--- src/hw/rtl/lpsc_pkg.sv ---
`default_nettype none
package lpsc_pkg;

	localparam logic [2:0] LEN_BYTES_RESET = 3'd4;
	localparam logic [2:0] LEN_BYTES_MAX   = 3'd4;
	localparam logic [2:0] LEN_BYTES_MIN   = 3'd1;

	localparam logic [7:0] SC_ZERO = 8'h00;
	localparam logic [7:0] SC_ONE  = 8'h01;

	localparam logic [1:0] ST_OK      = 2'd0;
	localparam logic [1:0] ST_TRUNC   = 2'd1;
	localparam logic [1:0] ST_OVERRUN = 2'd2;
	localparam logic [1:0] ST_NEG     = 2'd3;

	typedef enum logic [2:0] {
		PH_LEN     = 3'b001,
		PH_PAYLOAD = 3'b010,
		PH_DROP    = 3'b100
	} phase_t;

	// What one input beat asks the emitter to send.
	typedef struct packed {
		logic       en;
		logic       sc;
		logic       sc_first;
		logic [7:0] data;
		logic       data_valid;
		logic       last;
		logic [1:0] status;
	} res_t;

endpackage
`default_nettype wire

--- src/hw/rtl/length_prefix_to_start_code_core.sv ---
`default_nettype none
// Channel  Direction  Handshake             Payload
// in       sink       in_valid / in_stall   in_byte[7:0], in_last
// out      source     out_valid / out_stall out_byte[7:0], byte_valid, out_last, out_status[1:0]
// cfg      sink       cfg_wr_en             cfg_wr_data[2:0] (length field bytes)
//
// A payload beat passes through the input and then the output register, one byte per cycle
// while the output does not stall. A completed length field yields a start code of three or
// four beats at the same rate; the input stalls while they drain from the output register.
// Reset returns the packet state to the start of a packet and the width to four bytes.
// A stall on the output holds the output register and backs up into the input register.
module length_prefix_to_start_code_core (
	input  wire logic       clk,
	input  wire logic       arst_n,
	input  wire logic       in_valid,
	output logic            in_stall,
	input  wire logic [7:0] in_byte,
	input  wire logic       in_last,
	output logic            out_valid,
	input  wire logic       out_stall,
	output logic [7:0]      out_byte,
	output logic            byte_valid,
	output logic            out_last,
	output logic [1:0]      out_status,
	input  wire logic       cfg_wr_en,
	input  wire logic [2:0] cfg_wr_data
);

	logic           valid_s1;
	logic [7:0]     byte_s1;
	logic           last_s1;
	logic [2:0]     len_bytes_q;
	logic           res_take;
	lpsc_pkg::res_t res;

	assign in_stall = valid_s1 && !res_take;

	always_ff @(posedge clk or negedge arst_n) begin
		if (!arst_n) begin
			valid_s1    <= 1'b0;
			len_bytes_q <= lpsc_pkg::LEN_BYTES_RESET;
		end else begin
			if (!in_stall) begin
				valid_s1 <= in_valid;
			end
			if (cfg_wr_en) begin
				len_bytes_q <= cfg_wr_data;
			end
		end
	end

	always_ff @(posedge clk) begin
		if (!in_stall && in_valid) begin
			byte_s1 <= in_byte;
			last_s1 <= in_last;
		end
	end

	lpsc_parser u_parser (
		.clk       (clk),
		.arst_n    (arst_n),
		.beat_en   (valid_s1 && res_take),
		.beat_byte (byte_s1),
		.beat_last (last_s1),
		.len_bytes (len_bytes_q),
		.res       (res)
	);

	lpsc_emitter u_emitter (
		.clk        (clk),
		.arst_n     (arst_n),
		.res_valid  (valid_s1),
		.res        (res),
		.res_take   (res_take),
		.out_valid  (out_valid),
		.out_stall  (out_stall),
		.out_byte   (out_byte),
		.byte_valid (byte_valid),
		.out_last   (out_last),
		.out_status (out_status)
	);

endmodule
`default_nettype wire

--- src/hw/rtl/lpsc_parser.sv ---
`default_nettype none
module lpsc_parser (
	input  wire logic             clk,
	input  wire logic             arst_n,
	input  wire logic             beat_en,
	input  wire logic [7:0]       beat_byte,
	input  wire logic             beat_last,
	input  wire logic [2:0]       len_bytes,
	output lpsc_pkg::res_t        res
);

	lpsc_pkg::phase_t phase_q, phase_nx;
	logic [2:0]  seen_q, seen_nx;
	logic [31:0] rem_q, rem_nx;
	logic        first_q, first_nx;
	logic [1:0]  err_q, err_nx;

	logic [2:0]  width;
	logic [2:0]  seen_inc;
	logic [31:0] len_val;
	logic [31:0] rem_dec;

	always_comb begin
		if (len_bytes == 3'd0) begin
			width = lpsc_pkg::LEN_BYTES_MIN;
		end else if (len_bytes > lpsc_pkg::LEN_BYTES_MAX) begin
			width = lpsc_pkg::LEN_BYTES_MAX;
		end else begin
			width = len_bytes;
		end
	end

	assign seen_inc = seen_q + 3'd1;
	assign len_val  = {rem_q[23:0], beat_byte};
	assign rem_dec  = rem_q - 32'd1;

	always_comb begin
		phase_nx = phase_q;
		seen_nx  = seen_q;
		rem_nx   = rem_q;
		first_nx = first_q;
		err_nx   = err_q;
		res      = '0;

		if (phase_q == lpsc_pkg::PH_DROP) begin
			if (beat_last) begin
				res.en     = 1'b1;
				res.last   = 1'b1;
				res.status = err_q;
			end
		end else if (phase_q == lpsc_pkg::PH_PAYLOAD && rem_q != 32'd0) begin
			res.en         = 1'b1;
			res.data       = beat_byte;
			res.data_valid = 1'b1;
			res.last       = beat_last;
			rem_nx         = rem_dec;
			if (rem_dec == 32'd0) begin
				res.status = lpsc_pkg::ST_OK;
				phase_nx   = lpsc_pkg::PH_LEN;
				seen_nx    = 3'd0;
			end else if (beat_last) begin
				res.status = lpsc_pkg::ST_OVERRUN;
			end
		end else begin
			phase_nx = lpsc_pkg::PH_LEN;
			if (seen_inc < width) begin
				rem_nx  = len_val;
				seen_nx = seen_inc;
				if (beat_last) begin
					res.en     = 1'b1;
					res.last   = 1'b1;
					res.status = lpsc_pkg::ST_TRUNC;
				end
			end else if (width == lpsc_pkg::LEN_BYTES_MAX && len_val[31]) begin
				if (beat_last) begin
					res.en     = 1'b1;
					res.last   = 1'b1;
					res.status = lpsc_pkg::ST_NEG;
				end else begin
					err_nx   = lpsc_pkg::ST_NEG;
					phase_nx = lpsc_pkg::PH_DROP;
					seen_nx  = 3'd0;
					rem_nx   = 32'd0;
				end
			end else if (beat_last && len_val != 32'd0) begin
				res.en     = 1'b1;
				res.last   = 1'b1;
				res.status = lpsc_pkg::ST_OVERRUN;
			end else begin
				res.en       = 1'b1;
				res.sc       = 1'b1;
				res.sc_first = first_q;
				res.last     = beat_last;
				first_nx     = 1'b0;
				seen_nx      = 3'd0;
				rem_nx       = len_val;
				phase_nx     = (len_val != 32'd0) ? lpsc_pkg::PH_PAYLOAD : lpsc_pkg::PH_LEN;
			end
		end

		// Every packet ends with its state back at the reset values.
		if (beat_last) begin
			phase_nx = lpsc_pkg::PH_LEN;
			seen_nx  = 3'd0;
			rem_nx   = 32'd0;
			first_nx = 1'b1;
			err_nx   = lpsc_pkg::ST_OK;
		end
	end

	always_ff @(posedge clk or negedge arst_n) begin
		if (!arst_n) begin
			phase_q <= lpsc_pkg::PH_LEN;
			seen_q  <= 3'd0;
			rem_q   <= 32'd0;
			first_q <= 1'b1;
			err_q   <= lpsc_pkg::ST_OK;
		end else if (beat_en) begin
			phase_q <= phase_nx;
			seen_q  <= seen_nx;
			rem_q   <= rem_nx;
			first_q <= first_nx;
			err_q   <= err_nx;
		end
	end

endmodule
`default_nettype wire

--- src/hw/rtl/lpsc_emitter.sv ---
`default_nettype none
module lpsc_emitter (
	input  wire logic           clk,
	input  wire logic           arst_n,
	input  wire logic           res_valid,
	input  wire lpsc_pkg::res_t res,
	output logic                res_take,
	output logic                out_valid,
	input  wire logic           out_stall,
	output logic [7:0]          out_byte,
	output logic                byte_valid,
	output logic                out_last,
	output logic [1:0]          out_status
);

	logic       out_valid_q;
	logic [7:0] out_byte_q;
	logic       byte_valid_q;
	logic       out_last_q;
	logic [1:0] out_status_q;
	logic [1:0] pend_q;
	logic       pend_last_q;
	logic       advance;

	assign advance  = !out_valid_q || !out_stall;
	assign res_take = advance && (pend_q == 2'd0);

	always_ff @(posedge clk or negedge arst_n) begin
		if (!arst_n) begin
			out_valid_q <= 1'b0;
			pend_q      <= 2'd0;
			pend_last_q <= 1'b0;
		end else if (advance) begin
			if (pend_q != 2'd0) begin
				out_valid_q <= 1'b1;
				pend_q      <= pend_q - 2'd1;
			end else if (res_valid && res.en) begin
				out_valid_q <= 1'b1;
				if (res.sc) begin
					pend_q      <= res.sc_first ? 2'd3 : 2'd2;
					pend_last_q <= res.last;
				end
			end else begin
				out_valid_q <= 1'b0;
			end
		end
	end

	always_ff @(posedge clk) begin
		if (advance) begin
			if (pend_q != 2'd0) begin
				out_byte_q   <= (pend_q == 2'd1) ? lpsc_pkg::SC_ONE : lpsc_pkg::SC_ZERO;
				byte_valid_q <= 1'b1;
				out_last_q   <= (pend_q == 2'd1) && pend_last_q;
				out_status_q <= lpsc_pkg::ST_OK;
			end else if (res.sc) begin
				out_byte_q   <= lpsc_pkg::SC_ZERO;
				byte_valid_q <= 1'b1;
				out_last_q   <= 1'b0;
				out_status_q <= lpsc_pkg::ST_OK;
			end else begin
				out_byte_q   <= res.data;
				byte_valid_q <= res.data_valid;
				out_last_q   <= res.last;
				out_status_q <= res.status;
			end
		end
	end

	assign out_valid  = out_valid_q;
	assign out_byte   = out_byte_q;
	assign byte_valid = byte_valid_q;
	assign out_last   = out_last_q;
	assign out_status = out_status_q;

endmodule
`default_nettype wire
--- config.mk ---
export PLATFORM = sky130hd
export DESIGN_NAME = length_prefix_to_start_code_core
export DESIGN_NICKNAME = d
export VERILOG_FILES = /design/src/hw/rtl/lpsc_pkg.sv /design/src/hw/rtl/length_prefix_to_start_code_core.sv /design/src/hw/rtl/lpsc_parser.sv /design/src/hw/rtl/lpsc_emitter.sv
export SDC_FILE = /design/constraint.sdc
export NUM_CORES = 1
export LEC_CHECK = 0
export BUFFER_PORTS_ARGS = -buffer_cell sky130_fd_sc_hd__buf_2
export CORE_ASPECT_RATIO = 0.9
export CORE_MARGIN = 2
export CORE_UTILIZATION = 45
export CTS_CLUSTER_SIZE = 30
export DETAILED_ROUTE_END_ITERATION = 10
export PLACE_DENSITY = 0.71
export SETUP_SLACK_MARGIN = 0.02
export SKIP_LAST_GASP = 1
export SLEW_MARGIN = 20
export SYNTH_ARGS = -nofsm -noshare
export SYNTH_HDL_FRONTEND = slang
export SYNTH_SLANG_ARGS = --single-unit
--- constraint.sdc ---
create_clock -name clk -period 7.3 [get_ports clk]
set_input_delay 1.095 -clock clk [delete_from_list [all_inputs] [get_ports clk]]
set_output_delay 1.095 -clock clk [all_outputs]
set_load 0.1 [all_outputs]
==> flow_summary_export.csv, run 1 <==
group,metric,value,unit
timing,slew_headroom,26.3,%
cts,cts_hold_buf,0,
placed_design,dp_hpwl,7750,um
grt,grtUsageTotal,23.2,%
layout,drive_gt1_share,15.8,%
grt,grt_max_degree,49,
routing,viasPerCell,6.45,
grt,grt_remaining_overflow,0,
critical_path,rrSetupSlack,3.84,ns
timing,grt_setup_unrepaired,"no",
yosys,ys_async_sr_fraction,69.6,%
flow_run,max_cap_violations,0,
timing,post-route-period-util,47.4,%
grt,grt_pass1_wl,19300,um
timing,tightest_slew,1.10,ns
timing,hold_viol_final,0,
yosys,synth_area_per_cell,8.93,um2
layout,n_fill_cell,872,
die,initial_core_util,45.7,%
hold_path,hold_class,"register to register",
cts,clock_sinks,69,
die,die_w,108,um
placed_design,placed_cell_area,4550,um2
cts,cts_buffers,9,
yosys,yosysTopAreaCellShare,25.8,%
timing,fin_crit,3.46,ns
critical_path,crit_required,7.54,ns
cts,clk_path_buf_depth,2,
timing,drv_slew,0,
layout,final_nets,521,
layout,final_area,4780,um2
die,core,9530,um2
routing,vias,4042,
die,die_h,97.3,um
timing,setup_violations,0,
yosys,synth_top_area_cell,"dfrtp_1",
grt,grt_antenna_before_repair,0,
cts,cts_root_buf,"clkbuf_8",
yosys,synth_cell_type_count,72,
run_status,status,"finished clean",
placed_design,place.gp.congestion,0.942,
yosys,synth_edf_count,21,
routing,drtIter0Drc,405,
hold_path,hold_depth,1,
layout,regArea,1840,um2
routing,drtPass1Iterations,6,
cts,clk_latency,0.35,ns
yosys,syn_inst,488,
yosys,yosys_warnings,0,
yosys,synth_area,4360,um2
yosys,synth_common_cells,"o21ai_0, dfrtp_1, nand2_1",
critical_path,end_kind,"register",
timing,fin_tns_setup,0,ns
routing,drt-wirelength-per-cell,18.8,um
layout,multi_input_area,2300,um2
yosys,synth_nets,513,
timing,skew,0.00687,ns
layout,syn_to_final_growth,9.79,%
die,rows,34,
layout,n_antenna_cell,0,
yosys,synth_most_common_cell,"o21ai_0",
yosys,ys_seq_area_share,42.1,%
routing,drc_errors,0,
cts,clk_pin_slew_worst_paths,0.08,ns
yosys,yosys-top-cells-area,"dfrtp_1, edfxtp_1, o21ai_0, nand2_1, nor2_1",
placed_design,port_buffers,30,
timing,max_freq,289,MHz
routing,wl,11800,um
critical_path,cp.arrival,3.71,ns
cts,cts_tree,"yes",
layout,stdcell_count,627,
grt,grt_pass1_vias,3913,
yosys,synth_flop_cell,"dfrtp_1",
cts,cts-resized-gates,0,
critical_path,critPathLaunchType,"register",
critical_path,cp_max_fo,15,
critical_path,r2r_cells,7,
routing,ant_nets,0,
critical_path,worstSetupPathType,"register to register",
die,dieArea,10500,um2
cts,htreeDepth,3,
placed_design,dp.cells,611,
yosys,ys_seq_elements,69,
cts,cts_setup_buffers,0,
die,ios,31,
final timing paths:
kind / startpoint / endpoint
max: u_parser.rem_q[0] / u_parser.seen_q[0]
min: len_bytes_q[0] / len_bytes_q[0]
max reg2reg: u_parser.rem_q[0] / u_parser.seen_q[0]
min reg2reg: len_bytes_q[0] / len_bytes_q[0]
max in group asynchronous: arst_n / u_parser.rem_q[12]
min in group asynchronous: arst_n / u_parser.rem_q[9]
cells in the final DEF, fill, tap and decap left out, types with 16 or more instances in the layout:
master / n
o21ai_0: 57
dfrtp_1: 45
nand2_1: 38
nor2_1: 33
buf_2: 30
a21oi_1: 25
nor3_1: 21
edfxtp_1: 21
nand3_1: 16
a31oi_1: 16
state kept, by name, indices dropped and copies added, names as in the netlist:
| register | count |
|---|---|
| u_parser.rem_q | 32 |
| u_emitter.pend_q | 2 |
| u_parser.first_q | 1 |
| u_emitter.out_byte | 8 |
| u_emitter.out_last | 1 |
| last_s1 | 1 |
| u_parser.err_q | 1 |
| u_emitter.byte_valid | 1 |
| u_emitter.out_status | 2 |
| u_emitter.out_valid | 1 |
| u_parser.phase_q | 3 |
| byte_s1 | 8 |
| valid_s1 | 1 |
| u_parser.seen_q | 3 |
| len_bytes_q | 3 |
| u_emitter.pend_last_q | 1 |
through the flow:
stage               util [%]  worst slack, ns  hold WS (ns)
floorplan                  -             3.94         0.471
global placement        47.7             3.79         0.489
detailed placement      47.7             3.66         0.490
CTS                     50.2             3.89         0.508
global route            50.2             3.72         0.530
finish                  50.2             3.84         0.502
critical path, cell delays in order, from the launching register on:
cell and delay (ns):
dfrtp_1 0.46, nor2_1 0.58, nand4_1 0.64, o41ai_1 0.47
nand4_1 0.21, or4_4 0.53, or2_1 0.24, a31o_1 0.22
cell type report:
type                    count  share of cell area, %
multi-input cells         365                   48.1
flip-flops and latches     69                   38.4
repair buffers             36                   4.08
well taps                 126                   3.30
clock buffers               9                   2.59
clock inverters             7                   2.38
inverters                  15                   1.18
per-layer routing:
layer  global-route usage [%]  wire length, um  part of all wire [%]  vias up
met1                     33.0             5390                    46     1947
met3                     5.30              962                   8.2       26
met4                     8.78              223                   1.9        0
met2                     34.3             5200                    44      214
li1                         -                -                     -     1855
met5                        0                0                     0        -
kinds of logic (layout without fill, tap and decap cells):
family	count (synthesis)	after routing	share of synthesized area, %
multiplexers	5	5	1.23
AO/OA/AOI/OAI	154	154	22.2
AND/OR/NAND/NOR	188	188	24.9
buffers and inverters	54	67	5.26
flip-flops	69	69	42.1
adder cells (fa/ha/maj)	8	8	2.30
XOR/XNOR	10	10	2.01
Power of run 1 is left out: the tool's default activity adds up to more than one toggle a clock period on the data nets, which glitch-free logic cannot reach.
==> inputs of run 2 (changes only) <==
==> constraint.sdc (replaced) <==
create_clock -name clk -period 3.5 [get_ports clk]
set_input_delay 0.525 -clock clk [delete_from_list [all_inputs] [get_ports clk]]
set_output_delay 0.525 -clock clk [all_outputs]
set_load 0.1 [all_outputs]
==> run 2 against run 1 <==
Global-route usage grew 1.1 points. Critical endpoint is now u_parser.rem_q[10]. Worst setup slack lost 3.6 ns. Non-clock buffer count up 15. Final cell count increased by 2.4%. Critical path depth increased by 2. Utilization grew 0.64 points. Highest routed layer unchanged. Fmax is 7.5% higher. Worst hold slack worse by 0.37 ns. Clock skew rose by 0.0052 ns. Cell area is 1.3% higher.
==> flow_summary_export.csv, run 2 (same netlist as run 1, synthesis figures left out) <==
group,metric,value,unit
critical_path,end_kind,"register",
cts,cts_hold_buf,0,
layout,drive_gt1_share,18.6,%
cts,clock_sinks,69,
placed_design,port_buffers,30,
critical_path,critPathLaunchType,"register",
layout,n_antenna_cell,0,
timing,tightest_slew,1.14,ns
layout,final_nets,536,
critical_path,r2r-start,"u_parser.seen_q[0]",
routing,drtIter0Drc,412,
layout,n_fill_cell,926,
cts,clk_latency,0.37,ns
flow_run,max_cap_violations,0,
die,die_w,108,um
layout,final_common_cell,"o21ai_0",
placed_design,place.gp.congestion,0.974,
die,dieArea,10500,um2
layout,layout_common_cells,"o21ai_0, dfrtp_1, nand2_1",
die,initial_core_util,45.7,%
timing,slew_headroom,23.8,%
grt,grt_antenna_before_repair,0,
routing,drt-wirelength-per-cell,18.8,um
timing,fin_tns_setup,0,ns
timing,fin_crit,3.22,ns
grt,grt_remaining_overflow,0,
placed_design,dp_hpwl,8260,um
die,core,9530,um2
timing,setup_violations,0,
layout,regMostFlops,"u_parser.rem_q",
hold_path,hold_class,"primary input to asynchronous set/reset pin",
timing,skew,0.0121,ns
critical_path,r2r_cells,9,
routing,wl,12000,um
routing,drtPass1Iterations,5,
critical_path,cp.arrival,3.51,ns
grt,grt_max_degree,28,
layout,largest_reg_flops,32,
grt,grtUsageTotal,24.3,%
cts,cts_buffers,9,
die,ios,31,
timing,hold_viol_final,0,
critical_path,rrSetupSlack,0.28,ns
run_status,status,"finished clean",
critical_path,cp_max_fo,12,
die,die_h,97.3,um
grt,grt_pass1_vias,3892,
routing,vias,4018,
cts,clk_pin_slew_worst_paths,0.08,ns
die,rows,34,
routing,ant_nets,0,
cts,clk_path_buf_depth,2,
critical_path,crit_required,3.79,ns
layout,syn_to_final_growth,11.2,%
cts,htreeDepth,3,
critical_path,rr_endpoint,"u_parser.rem_q[10]",
timing,grt_setup_unrepaired,"no",
timing,post-route-period-util,92.1,%
routing,viasPerCell,6.26,
timing,max_freq,310,MHz
cts,cts_tree,"yes",
critical_path,worstSetupPathType,"register to register",
timing,drv_slew,0,
cts,cts_root_buf,"clkbuf_8",
routing,drc_errors,0,
grt,grt_pass1_wl,19800,um
## run 2: changes by cell type in the layout (fill, tap and decap cells not counted), sizes merged
| cell | change |
|---|---|
| bufinv | -3 |
| inv | +4 |
| clkinvlp | -1 |
| buf | +15 |
## run 2: final cells by class
type | count | area (um2) | share of cell area [%]
multi-input cells | 365 | 2310 | 47.7
flip-flops and latches | 69 | 1840 | 37.9
repair buffers | 51 | 308 | 6.35
well taps | 126 | 158 | 3.25
clock buffers | 9 | 124 | 2.56
inverters | 15 | 56.3 | 1.16
clock inverters | 7 | 53.8 | 1.11
## run 2: worst max-delay path by stage
stage / startpoint / endpoint / slack [ns]
CTS: u_parser.rem_q[0] / u_parser.seen_q[0] / 0.25
floorplan: u_parser.rem_q[0] / u_parser.seen_q[0] / 0.69
global placement: u_parser.rem_q[0] / u_parser.seen_q[0] / 0.20
detailed placement: u_parser.rem_q[0] / u_emitter.out_status[1] / 0.27
finish: u_parser.seen_q[0] / u_parser.rem_q[10] / 0.28
global route: u_parser.rem_q[15] / u_parser.rem_q[9] / 0.07
## run 2: worst max-delay path, cell delays in order (launching register included)
cell and delay [ns]:
dfrtp_1 0.42, ha_1 0.25, xor2_1 0.17, ha_1 0.29
a21o_1 0.23, or2_2 0.33, nor2b_1 0.19, nor2_1 0.87
a22oi_1 0.20, o21ai_0 0.20
## run 2: timing repair
action                     4_1_cts  5_1_grt
setup buffers                    0        2
gates resized for setup          0        1
setup endpoints to repair        0        6
## run 2: metrics by stage
stage                     hold WS (ns)  utilization [%]  worst slack (ns)  area, um2  std cells
final                            0.130             50.8             0.278       4840        642
after global placement           0.484             48.7             0.205       4640        624
after detailed placement         0.493             48.7             0.267       4640        624
after global routing             0.154             50.8            0.0655       4840        642
after floorplan                  0.229                -             0.691       4360        488
after CTS                        0.146             50.6             0.247       4820        640
## run 2: per-layer routing
layer	share of wire, %	vias up	GRT usage, %
li1	-	1881	-
met1	46	1950	34.6
met2	45	169	36.2
met3	7.0	18	6.04
met4	1.3	0	7.59
met5	0	-	0
Power of run 2 is left out for the same reason.
